<file path="src/impt_pkg.sv">
package impt_pkg;

    localparam int DATA_W    = 32;
    localparam int DIM_W     = 7;
    localparam int CFG_IDX_W = 1;

    localparam logic [CFG_IDX_W-1:0] CFG_ROW_COUNT    = 1'b0;
    localparam logic [CFG_IDX_W-1:0] CFG_COLUMN_COUNT = 1'b1;

    typedef logic [DATA_W-1:0] element_t;
    typedef logic [DIM_W-1:0]  dim_t;

endpackage

</file>
<file path="src/in_place_matrix_transpose.sv">
// In-place matrix transpose by cycle following.
// Set the matrix shape first on the configuration channel: index 0 is the row
// count and index 1 the column count, both 1 to 64 with a product that fits the
// store. The configuration channel is always ready.
// Elements enter row-major on the s_axis channel, one per cycle while the block
// is idle. Elements beyond the store capacity are dropped. The transaction with
// tlast set ends the matrix and starts the transpose; tready stays low until the
// whole transposed matrix has been delivered.
// Each moved element takes one multiply, a pass through the shared remainder unit,
// which yields an IW-bit index (IW is the index width, 6 for a 64-entry store) and
// whose last step issues the store read, and a store write. Starting each new cycle
// adds a read and a scan of the visited bits, one index per cycle.
// The transposed matrix then leaves row-major on m_axis, each element read from the
// store, loaded into the output register and held until taken, with tlast on the
// final element; the next element is read only after the last one is taken. When the receiver stalls, the block waits.
// Bad dimensions produce no output. Reset returns the shape to 1 x 1 and empties
// the load count; the store contents are undefined until written.
module in_place_matrix_transpose
    import impt_pkg::*;
#(
    parameter int MAX_ELEMENTS = 64
) (
    input  logic                 clk,
    input  logic                 rst_n,
    input  logic                 s_axis_tvalid,
    output logic                 s_axis_tready,
    input  logic [DATA_W-1:0]    s_axis_tdata,   // element_value[31:0]
    input  logic                 s_axis_tlast,
    output logic                 m_axis_tvalid,
    input  logic                 m_axis_tready,
    output logic [DATA_W-1:0]    m_axis_tdata,   // out_value[31:0]
    output logic                 m_axis_tlast,
    input  logic                 cfg_valid,
    output logic                 cfg_ready,
    input  logic [CFG_IDX_W-1:0] cfg_index,
    input  logic [DIM_W-1:0]     cfg_data
);

    localparam int IW  = (MAX_ELEMENTS > 1) ? $clog2(MAX_ELEMENTS) : 1;
    localparam int LCW = $clog2(MAX_ELEMENTS + 1);
    localparam int PW  = IW + DIM_W;
    localparam int TW  = 2 * DIM_W;
    localparam logic [TW-1:0]  MAX_TOTAL = TW'(MAX_ELEMENTS);
    localparam logic [LCW-1:0] MAX_LOAD  = LCW'(MAX_ELEMENTS);

    localparam logic [3:0] S_IDLE     = 4'd0;
    localparam logic [3:0] S_SIZE     = 4'd1;
    localparam logic [3:0] S_CHECK    = 4'd2;
    localparam logic [3:0] S_CYC_RD   = 4'd3;
    localparam logic [3:0] S_CYC_LD   = 4'd4;
    localparam logic [3:0] S_MUL      = 4'd5;
    localparam logic [3:0] S_MOD      = 4'd6;
    localparam logic [3:0] S_MOVE_WR  = 4'd7;
    localparam logic [3:0] S_SCAN     = 4'd8;
    localparam logic [3:0] S_OUT_RD   = 4'd9;
    localparam logic [3:0] S_OUT_LD   = 4'd10;
    localparam logic [3:0] S_OUT_HOLD = 4'd11;

    logic [3:0]            state_reg;
    logic [3:0]            state_next;
    dim_t                  row_count_reg;
    dim_t                  row_count_next;
    dim_t                  column_count_reg;
    dim_t                  column_count_next;
    logic [LCW-1:0]        load_count_reg;
    logic [LCW-1:0]        load_count_next;
    logic [TW-1:0]         total_reg;
    logic [TW-1:0]         total_next;
    logic [IW-1:0]         last_index_reg;
    logic [IW-1:0]         last_index_next;
    logic [MAX_ELEMENTS-1:0] visited_reg;
    logic [MAX_ELEMENTS-1:0] visited_next;
    logic [IW-1:0]         start_reg;
    logic [IW-1:0]         start_next;
    logic [IW-1:0]         idx_reg;
    logic [IW-1:0]         idx_next;
    logic [IW-1:0]         dest_reg;
    logic [IW-1:0]         dest_next;
    logic [IW-1:0]         scan_reg;
    logic [IW-1:0]         scan_next;
    logic [IW-1:0]         out_idx_reg;
    logic [IW-1:0]         out_idx_next;
    element_t              carried_reg;
    element_t              carried_next;
    element_t              out_data_reg;
    element_t              out_data_next;
    logic                  out_last_reg;
    logic                  out_last_next;
    logic                  out_valid_reg;
    logic                  out_valid_next;

    logic                  in_fire;
    logic                  ram_wr_en;
    logic [IW-1:0]         ram_wr_addr;
    element_t              ram_wr_data;
    logic [IW-1:0]         ram_rd_addr;
    element_t              ram_rd_data;
    logic                  mod_start;
    logic [PW-1:0]         mod_dividend;
    logic                  mod_done;
    logic [IW-1:0]         mod_rem;
    logic [IW-1:0]         check_last;

    impt_ram #(
        .WIDTH (DATA_W),
        .DEPTH (MAX_ELEMENTS)
    ) u_store (
        .clk     (clk),
        .wr_en   (ram_wr_en),
        .wr_addr (ram_wr_addr),
        .wr_data (ram_wr_data),
        .rd_addr (ram_rd_addr),
        .rd_data (ram_rd_data)
    );

    impt_modulo #(
        .IW (IW)
    ) u_modulo (
        .clk       (clk),
        .rst_n     (rst_n),
        .start     (mod_start),
        .dividend  (mod_dividend),
        .divisor   (last_index_reg),
        .done      (mod_done),
        .remainder (mod_rem)
    );

    assign s_axis_tready = (state_reg == S_IDLE);
    assign in_fire       = s_axis_tvalid && s_axis_tready;
    assign cfg_ready     = 1'b1;
    assign m_axis_tvalid = out_valid_reg;
    assign m_axis_tdata  = out_data_reg;
    assign m_axis_tlast  = out_last_reg;
    assign mod_dividend  = PW'(idx_reg) * PW'(row_count_reg);
    assign mod_start     = (state_reg == S_MUL);
    assign check_last    = IW'(total_reg - 1'b1);

    always_comb
    begin
        row_count_next    = row_count_reg;
        column_count_next = column_count_reg;
        if (cfg_valid)
        begin
            unique case (cfg_index)
                CFG_ROW_COUNT:    row_count_next    = cfg_data;
                CFG_COLUMN_COUNT: column_count_next = cfg_data;
                default:          row_count_next    = row_count_reg;
            endcase
        end
    end

    always_comb
    begin
        state_next      = state_reg;
        load_count_next = load_count_reg;
        total_next      = total_reg;
        last_index_next = last_index_reg;
        visited_next    = visited_reg;
        start_next      = start_reg;
        idx_next        = idx_reg;
        dest_next       = dest_reg;
        scan_next       = scan_reg;
        out_idx_next    = out_idx_reg;
        carried_next    = carried_reg;
        out_data_next   = out_data_reg;
        out_last_next   = out_last_reg;
        out_valid_next  = out_valid_reg;
        ram_wr_en       = 1'b0;
        ram_wr_addr     = load_count_reg[IW-1:0];
        ram_wr_data     = s_axis_tdata;
        ram_rd_addr     = start_reg;

        unique case (state_reg)
            S_IDLE:
            begin
                if (in_fire)
                begin
                    if (load_count_reg < MAX_LOAD)
                    begin
                        ram_wr_en       = 1'b1;
                        load_count_next = load_count_reg + 1'b1;
                    end
                    if (s_axis_tlast)
                    begin
                        load_count_next = '0;
                        state_next      = S_SIZE;
                    end
                end
            end
            S_SIZE:
            begin
                total_next = TW'(row_count_reg) * TW'(column_count_reg);
                state_next = S_CHECK;
            end
            S_CHECK:
            begin
                if ((row_count_reg == '0) || (column_count_reg == '0)
                    || (total_reg > MAX_TOTAL))
                begin
                    state_next = S_IDLE;
                end
                else
                begin
                    last_index_next = check_last;
                    out_idx_next    = '0;
                    visited_next    = '0;
                    if (total_reg < TW'(3))
                    begin
                        state_next = S_OUT_RD;
                    end
                    else
                    begin
                        visited_next[0]          = 1'b1;
                        visited_next[check_last] = 1'b1;
                        start_next               = IW'(1);
                        state_next               = S_CYC_RD;
                    end
                end
            end
            S_CYC_RD:
            begin
                ram_rd_addr = start_reg;
                idx_next    = start_reg;
                state_next  = S_CYC_LD;
            end
            S_CYC_LD:
            begin
                carried_next = ram_rd_data;
                state_next   = S_MUL;
            end
            S_MUL:
            begin
                state_next = S_MOD;
            end
            S_MOD:
            begin
                ram_rd_addr = mod_rem;
                if (mod_done)
                begin
                    dest_next  = mod_rem;
                    state_next = S_MOVE_WR;
                end
            end
            S_MOVE_WR:
            begin
                ram_wr_en             = 1'b1;
                ram_wr_addr           = dest_reg;
                ram_wr_data           = carried_reg;
                carried_next          = ram_rd_data;
                visited_next[idx_reg] = 1'b1;
                idx_next              = dest_reg;
                if (dest_reg == start_reg)
                begin
                    scan_next  = start_reg + 1'b1;
                    state_next = S_SCAN;
                end
                else
                begin
                    state_next = S_MUL;
                end
            end
            S_SCAN:
            begin
                if (scan_reg >= last_index_reg)
                begin
                    state_next = S_OUT_RD;
                end
                else if (!visited_reg[scan_reg])
                begin
                    start_next = scan_reg;
                    state_next = S_CYC_RD;
                end
                else
                begin
                    scan_next = scan_reg + 1'b1;
                end
            end
            S_OUT_RD:
            begin
                ram_rd_addr = out_idx_reg;
                state_next  = S_OUT_LD;
            end
            S_OUT_LD:
            begin
                out_data_next  = ram_rd_data;
                out_last_next  = (out_idx_reg == last_index_reg);
                out_valid_next = 1'b1;
                state_next     = S_OUT_HOLD;
            end
            S_OUT_HOLD:
            begin
                if (m_axis_tready)
                begin
                    out_valid_next = 1'b0;
                    if (out_last_reg)
                    begin
                        state_next = S_IDLE;
                    end
                    else
                    begin
                        out_idx_next = out_idx_reg + 1'b1;
                        state_next   = S_OUT_RD;
                    end
                end
            end
            default:
            begin
                state_next = S_IDLE;
            end
        endcase
    end

    always_ff @(posedge clk or negedge rst_n)
    begin
        if (!rst_n)
        begin
            state_reg        <= S_IDLE;
            row_count_reg    <= DIM_W'(1);
            column_count_reg <= DIM_W'(1);
            load_count_reg   <= '0;
            visited_reg      <= '0;
            out_valid_reg    <= 1'b0;
        end
        else
        begin
            state_reg        <= state_next;
            row_count_reg    <= row_count_next;
            column_count_reg <= column_count_next;
            load_count_reg   <= load_count_next;
            visited_reg      <= visited_next;
            out_valid_reg    <= out_valid_next;
        end
    end

    always_ff @(posedge clk)
    begin
        total_reg      <= total_next;
        last_index_reg <= last_index_next;
        start_reg      <= start_next;
        idx_reg        <= idx_next;
        dest_reg       <= dest_next;
        scan_reg       <= scan_next;
        out_idx_reg    <= out_idx_next;
        carried_reg    <= carried_next;
        out_data_reg   <= out_data_next;
        out_last_reg   <= out_last_next;
    end

endmodule

</file>
<file path="src/impt_ram.sv">
module impt_ram #(
    parameter int WIDTH = 32,
    parameter int DEPTH = 64
) (
    input  logic                                         clk,
    input  logic                                         wr_en,
    input  logic [((DEPTH > 1) ? $clog2(DEPTH) : 1)-1:0] wr_addr,
    input  logic [WIDTH-1:0]                             wr_data,
    input  logic [((DEPTH > 1) ? $clog2(DEPTH) : 1)-1:0] rd_addr,
    output logic [WIDTH-1:0]                             rd_data
);

    logic [WIDTH-1:0] mem [DEPTH];
    logic [WIDTH-1:0] rd_data_reg;

    always_ff @(posedge clk)
    begin
        if (wr_en)
        begin
            mem[wr_addr] <= wr_data;
        end
        rd_data_reg <= mem[rd_addr];
    end

    assign rd_data = rd_data_reg;

endmodule

</file>
<file path="src/impt_modulo.sv">
module impt_modulo
    import impt_pkg::*;
#(
    parameter int IW = 6
) (
    input  logic                  clk,
    input  logic                  rst_n,
    input  logic                  start,
    input  logic [IW+DIM_W-1:0]   dividend,
    input  logic [IW-1:0]         divisor,
    output logic                  done,
    output logic [IW-1:0]         remainder
);

    // Restoring remainder, one dividend bit per cycle.
    localparam int PW = IW + DIM_W;
    localparam int CW = $clog2(PW + 1);

    logic [PW-1:0] dvd_reg;
    logic [PW-1:0] dvd_next;
    logic [IW-1:0] rem_reg;
    logic [IW-1:0] rem_next;
    logic [CW-1:0] cnt_reg;
    logic [CW-1:0] cnt_next;
    logic          busy_reg;
    logic          busy_next;
    logic          done_reg;
    logic          done_next;
    logic [IW:0]   shifted;

    always_comb
    begin
        dvd_next  = dvd_reg;
        rem_next  = rem_reg;
        cnt_next  = cnt_reg;
        busy_next = busy_reg;
        done_next = 1'b0;
        shifted   = {rem_reg, dvd_reg[PW-1]};
        if (start)
        begin
            dvd_next  = dividend;
            rem_next  = '0;
            cnt_next  = CW'(PW);
            busy_next = 1'b1;
        end
        else if (busy_reg)
        begin
            if (shifted >= {1'b0, divisor})
            begin
                rem_next = IW'(shifted - {1'b0, divisor});
            end
            else
            begin
                rem_next = shifted[IW-1:0];
            end
            dvd_next = {dvd_reg[PW-2:0], 1'b0};
            cnt_next = cnt_reg - 1'b1;
            if (cnt_reg == CW'(1))
            begin
                busy_next = 1'b0;
                done_next = 1'b1;
            end
        end
    end

    always_ff @(posedge clk or negedge rst_n)
    begin
        if (!rst_n)
        begin
            cnt_reg  <= '0;
            busy_reg <= 1'b0;
            done_reg <= 1'b0;
        end
        else
        begin
            cnt_reg  <= cnt_next;
            busy_reg <= busy_next;
            done_reg <= done_next;
        end
    end

    always_ff @(posedge clk)
    begin
        dvd_reg <= dvd_next;
        rem_reg <= rem_next;
    end

    assign done      = done_reg;
    assign remainder = rem_reg;

endmodule

</file>
<file path="config.mk">
export PLATFORM = sky130hd
export DESIGN_NAME = in_place_matrix_transpose
export DESIGN_NICKNAME = d
export VERILOG_FILES = /design/src/impt_pkg.sv /design/src/in_place_matrix_transpose.sv /design/src/impt_ram.sv /design/src/impt_modulo.sv
export SDC_FILE = /design/constraint.sdc
export NUM_CORES = 2
export LEC_CHECK = 0
export BUFFER_PORTS_ARGS = -buffer_cell sky130_fd_sc_hd__buf_2
export CORE_MARGIN = 2
export CORE_UTILIZATION = 50
export CTS_CLUSTER_SIZE = 14
export DETAILED_ROUTE_END_ITERATION = 8
export GPL_TIMING_DRIVEN = 0
export PLACE_DENSITY = 0.73
export SLEW_MARGIN = 0
export SYNTH_ARGS = -nofsm -noshare
export SYNTH_HDL_FRONTEND = slang
export SYNTH_HIERARCHICAL = 1
export SYNTH_SLANG_ARGS = --single-unit
</file>
<file path="constraint.sdc">
create_clock -name clk -period 11.4 [get_ports clk]
set_input_delay 1.71 -clock clk [delete_from_list [all_inputs] [get_ports clk]]
set_output_delay 1.71 -clock clk [all_outputs]
set_load 0.05 [all_outputs]
</file>
==> flow_summary.toml <==
[yosys]
ys_ff_latch = 2310
ys_warn_count = 6
synthArstFlopShare = 0.04156
synth_ff_type = "edfxtp_1"
syn-cell-area_um2 = 92440
ys_seq_area_frac = 0.7411
synthCells = 4665
synthesis.nets = 4831
syn_area_per_cell_um2 = 19.82
synth-edff-count = 2176
synth_cell_types = 79

[power_and_ir_drop]
pwr_density_cell_nw_per_um2 = 260.2
finalPower_mw = 27.64
power.leakage_nw = 34.46
ir_drop_mv = 0.1608

[clock_tree]
cts_buffers = 219
clk_pin_slew_ns = 0.06
cts_tree = "done"
ctsResizeCount = 0
holdBufCountCts = 0
cts_max_path_buffers = 3
insertion_delay_ns = 0.91
clock-sinks = 2310
root_buffer = "clkbuf_16"
htreeDepth = 4
cts_setup_buffers = 0

[placement]
place_hpwl_um = 180700
gp_congestion = 1.011
place_ws_ns = 5.428
io_buffers = 80

[sta]
period_share = 0.5631
slew-limit-headroom = -0.01201
postLayoutSetupSlackWorst_ns = 4.981
timing.fmax_ghz = 0.1558
setup_viol = 0
hold_slack_ns = 0.4288
final_hold_viol_count = 0
clock-skew-final_ns = 0.08624
fin_setup_tns_ns = 0
layout_min_cycle_time_ns = 6.419
rsz0062_at_grt = "false"
worst_pin_slew_ns = 1.518
slew_viol_final = 33

[worst_setup_path]
slowest_delay_ns = 0.85
cp.arrival_ns = 7.16
path_delay_family = "buffers and inverters"
crit_top_cell = "buf_2"
path_class = "flip-flop to flip-flop"
critPathMaxFanout = 10
cp-end-kind = "flip-flop"
path_buf_inv = 6
critPathLaunchType = "flip-flop"
cp_slowest_cell = "buf_1"
cp_cell_sequence = "buf_2 > clkbuf_1 > nand2b_1 > nor2_1 > nor2_1 > nand2_1 > nand2_1 > buf_2 > buf_2 > buf_2 > buf_1 > nand3b_1 > o221ai_1 > a21oi_1 > a21oi_1 > nor2_1"
crit_required_ns = 12.14

[cells_and_area]
drive_gt1_frac = 0.2484
largest_reg_flops = 2048
area_delta_synth_final_pct = 14.93
fin_nets = 5256

[floorplanning]
die_h_um = 434.0
rows = 157
core-area_um2 = 183500
start_util = 0.5038
dieArea_um2 = 188300
ios = 82
die_w_um = 434.0

[outcome]
violations = "max-capacitance violations, max-slew violations"
status = "finished with violations"

[global_route]
grt_antenna_before_repair = 15
grt_pass1_vias = 50800
grt_pass1_wl_um = 384000
grt_start_max_net_pins = 65
grt_util_all_layers = 0.2954
gr-total-overflow = 0

[routing]
num_vias = 51570
drt_wl_total_um = 276400
vias_per_cell = 6.658
wire_per_inst_um = 35.68
drt-pass1-iter-count = 8
ant_nets = 0
drt_first_iter_violations = 8261
drc = 0

[worst_hold_path]
hp-class = "flip-flop to flip-flop"

[flow_run]
maxCapViolCount = 3
## cells by family (layout without fill, tap and decap cells)
| family | after synthesis | in the layout | synth area share |
|---|---|---|---|
| other | 1 | 6 | 0.00004057 |
| DFF | 2310 | 2310 | 0.7411 |
| adders and majority gates | 120 | 120 | 0.01998 |
| buffers and inverters | 325 | 937 | 0.01573 |
| and+or+nand+nor | 728 | 728 | 0.03728 |
| xor gates and xnor gates | 51 | 51 | 0.004832 |
| AOI/OAI and AO/OA | 435 | 435 | 0.03059 |
| muxes | 695 | 695 | 0.1504 |
## area by class of cell
cell class	instances	area (µm²)
diodes	5	12.51
plain buffers	236	1122
clock buffers	269	5738
clock inverters	139	1438
fillers	13010	77240
inverters	89	334.1
multi-input cells	2030	23060
flip-flops and latches	2310	68510
well taps	2464	3083
repair buffers	204	2947
## where the power goes
part           internal [mW]  total, mW  switching, mW
Sequential              11.2       11.4          0.231
Combinational           2.98       8.97           6.00
Clock                   4.05       7.26           3.21
## stage by stage
step	instances	area (µm²)	util
3_5_place_dp	7332	99040	0.5398
6_report	7746	106200	0.5790
4_1_cts	7740	106200	0.5789
3_3_place_gp	7209	95920	0.5228
2_1_floorplan	4665	92440	-
5_1_grt	7741	106200	0.5790
## layout by cell type, fill, tap and decap left out, types with 74 or more instances in the layout
master     count
a21oi_1      105
and2_1        89
buf_12        93
buf_2        143
clkbuf_1     154
clkbuf_16    219
dfrtp_1       94
edfxtp_1    2176
ha_1          74
inv_1         89
mux2i_1      115
mux4_2       546
nand2_1      208
nor2_1       162
o21ai_0       75
o22ai_1       84
## routing by layer
metal	track usage	wire length, µm	vias to the layer above
li1	-	-	19810
met5	0	168	-
met3	0.09318	39150	917
met2	0.4491	125600	4219
met4	0.1726	19190	20
met1	0.3761	92320	26610
## synthesized netlist by cell type (19+ instances only)
cell | count | area, µm²
xor2_1 | 19 | 166.4
mux4_2 | 546 | 12300
nand3_1 | 28 | 140.1
buf_2 | 64 | 320.3
nand2b_1 | 21 | 131.4
a22oi_1 | 63 | 473.0
nor3_1 | 25 | 125.1
buf_1 | 24 | 90.09
buf_4 | 29 | 217.7
nor2_1 | 225 | 844.6
inv_1 | 89 | 334.1
nand2_1 | 240 | 900.9
xnor2_1 | 32 | 280.3
fa_1 | 46 | 920.9
clkbuf_1 | 113 | 424.2
dfxtp_1 | 38 | 760.7
and2_1 | 89 | 556.8
o221ai_1 | 27 | 236.5
dfrtp_1 | 94 | 2352
mux2i_1 | 115 | 1151
mux2_2 | 29 | 326.6
nor2b_1 | 27 | 168.9
edfxtp_1 | 2176 | 65340
o21ai_0 | 75 | 375.4
a21oi_1 | 106 | 530.5
ha_1 | 74 | 925.9
o22ai_1 | 84 | 525.5
## worst paths after layout
path | start | to | slack, ns | cells past startpoint
max in group asynchronous | rst_n | load_count_reg[5]$_DFFE_PN0P_ | 9.73 | 2
setup / recovery | state_reg[2]$_DFFE_PN0P_ | u_store/rd_data[22]$_DFF_P_ | 4.98 | 16
min in group asynchronous | rst_n | visited_reg[25]$_DFFE_PN0P_ | 0.94 | 1
setup reg to reg | state_reg[2]$_DFFE_PN0P_ | u_store/rd_data[22]$_DFF_P_ | 4.98 | 16
hold reg to reg | u_store/rd_data[19]$_DFF_P_ | m_axis_tdata[19]$_DFFE_PP_ | 0.43 | 0
hold / removal | u_store/rd_data[19]$_DFF_P_ | m_axis_tdata[19]$_DFFE_PP_ | 0.43 | 0
(Power assumes the default switching activity.)
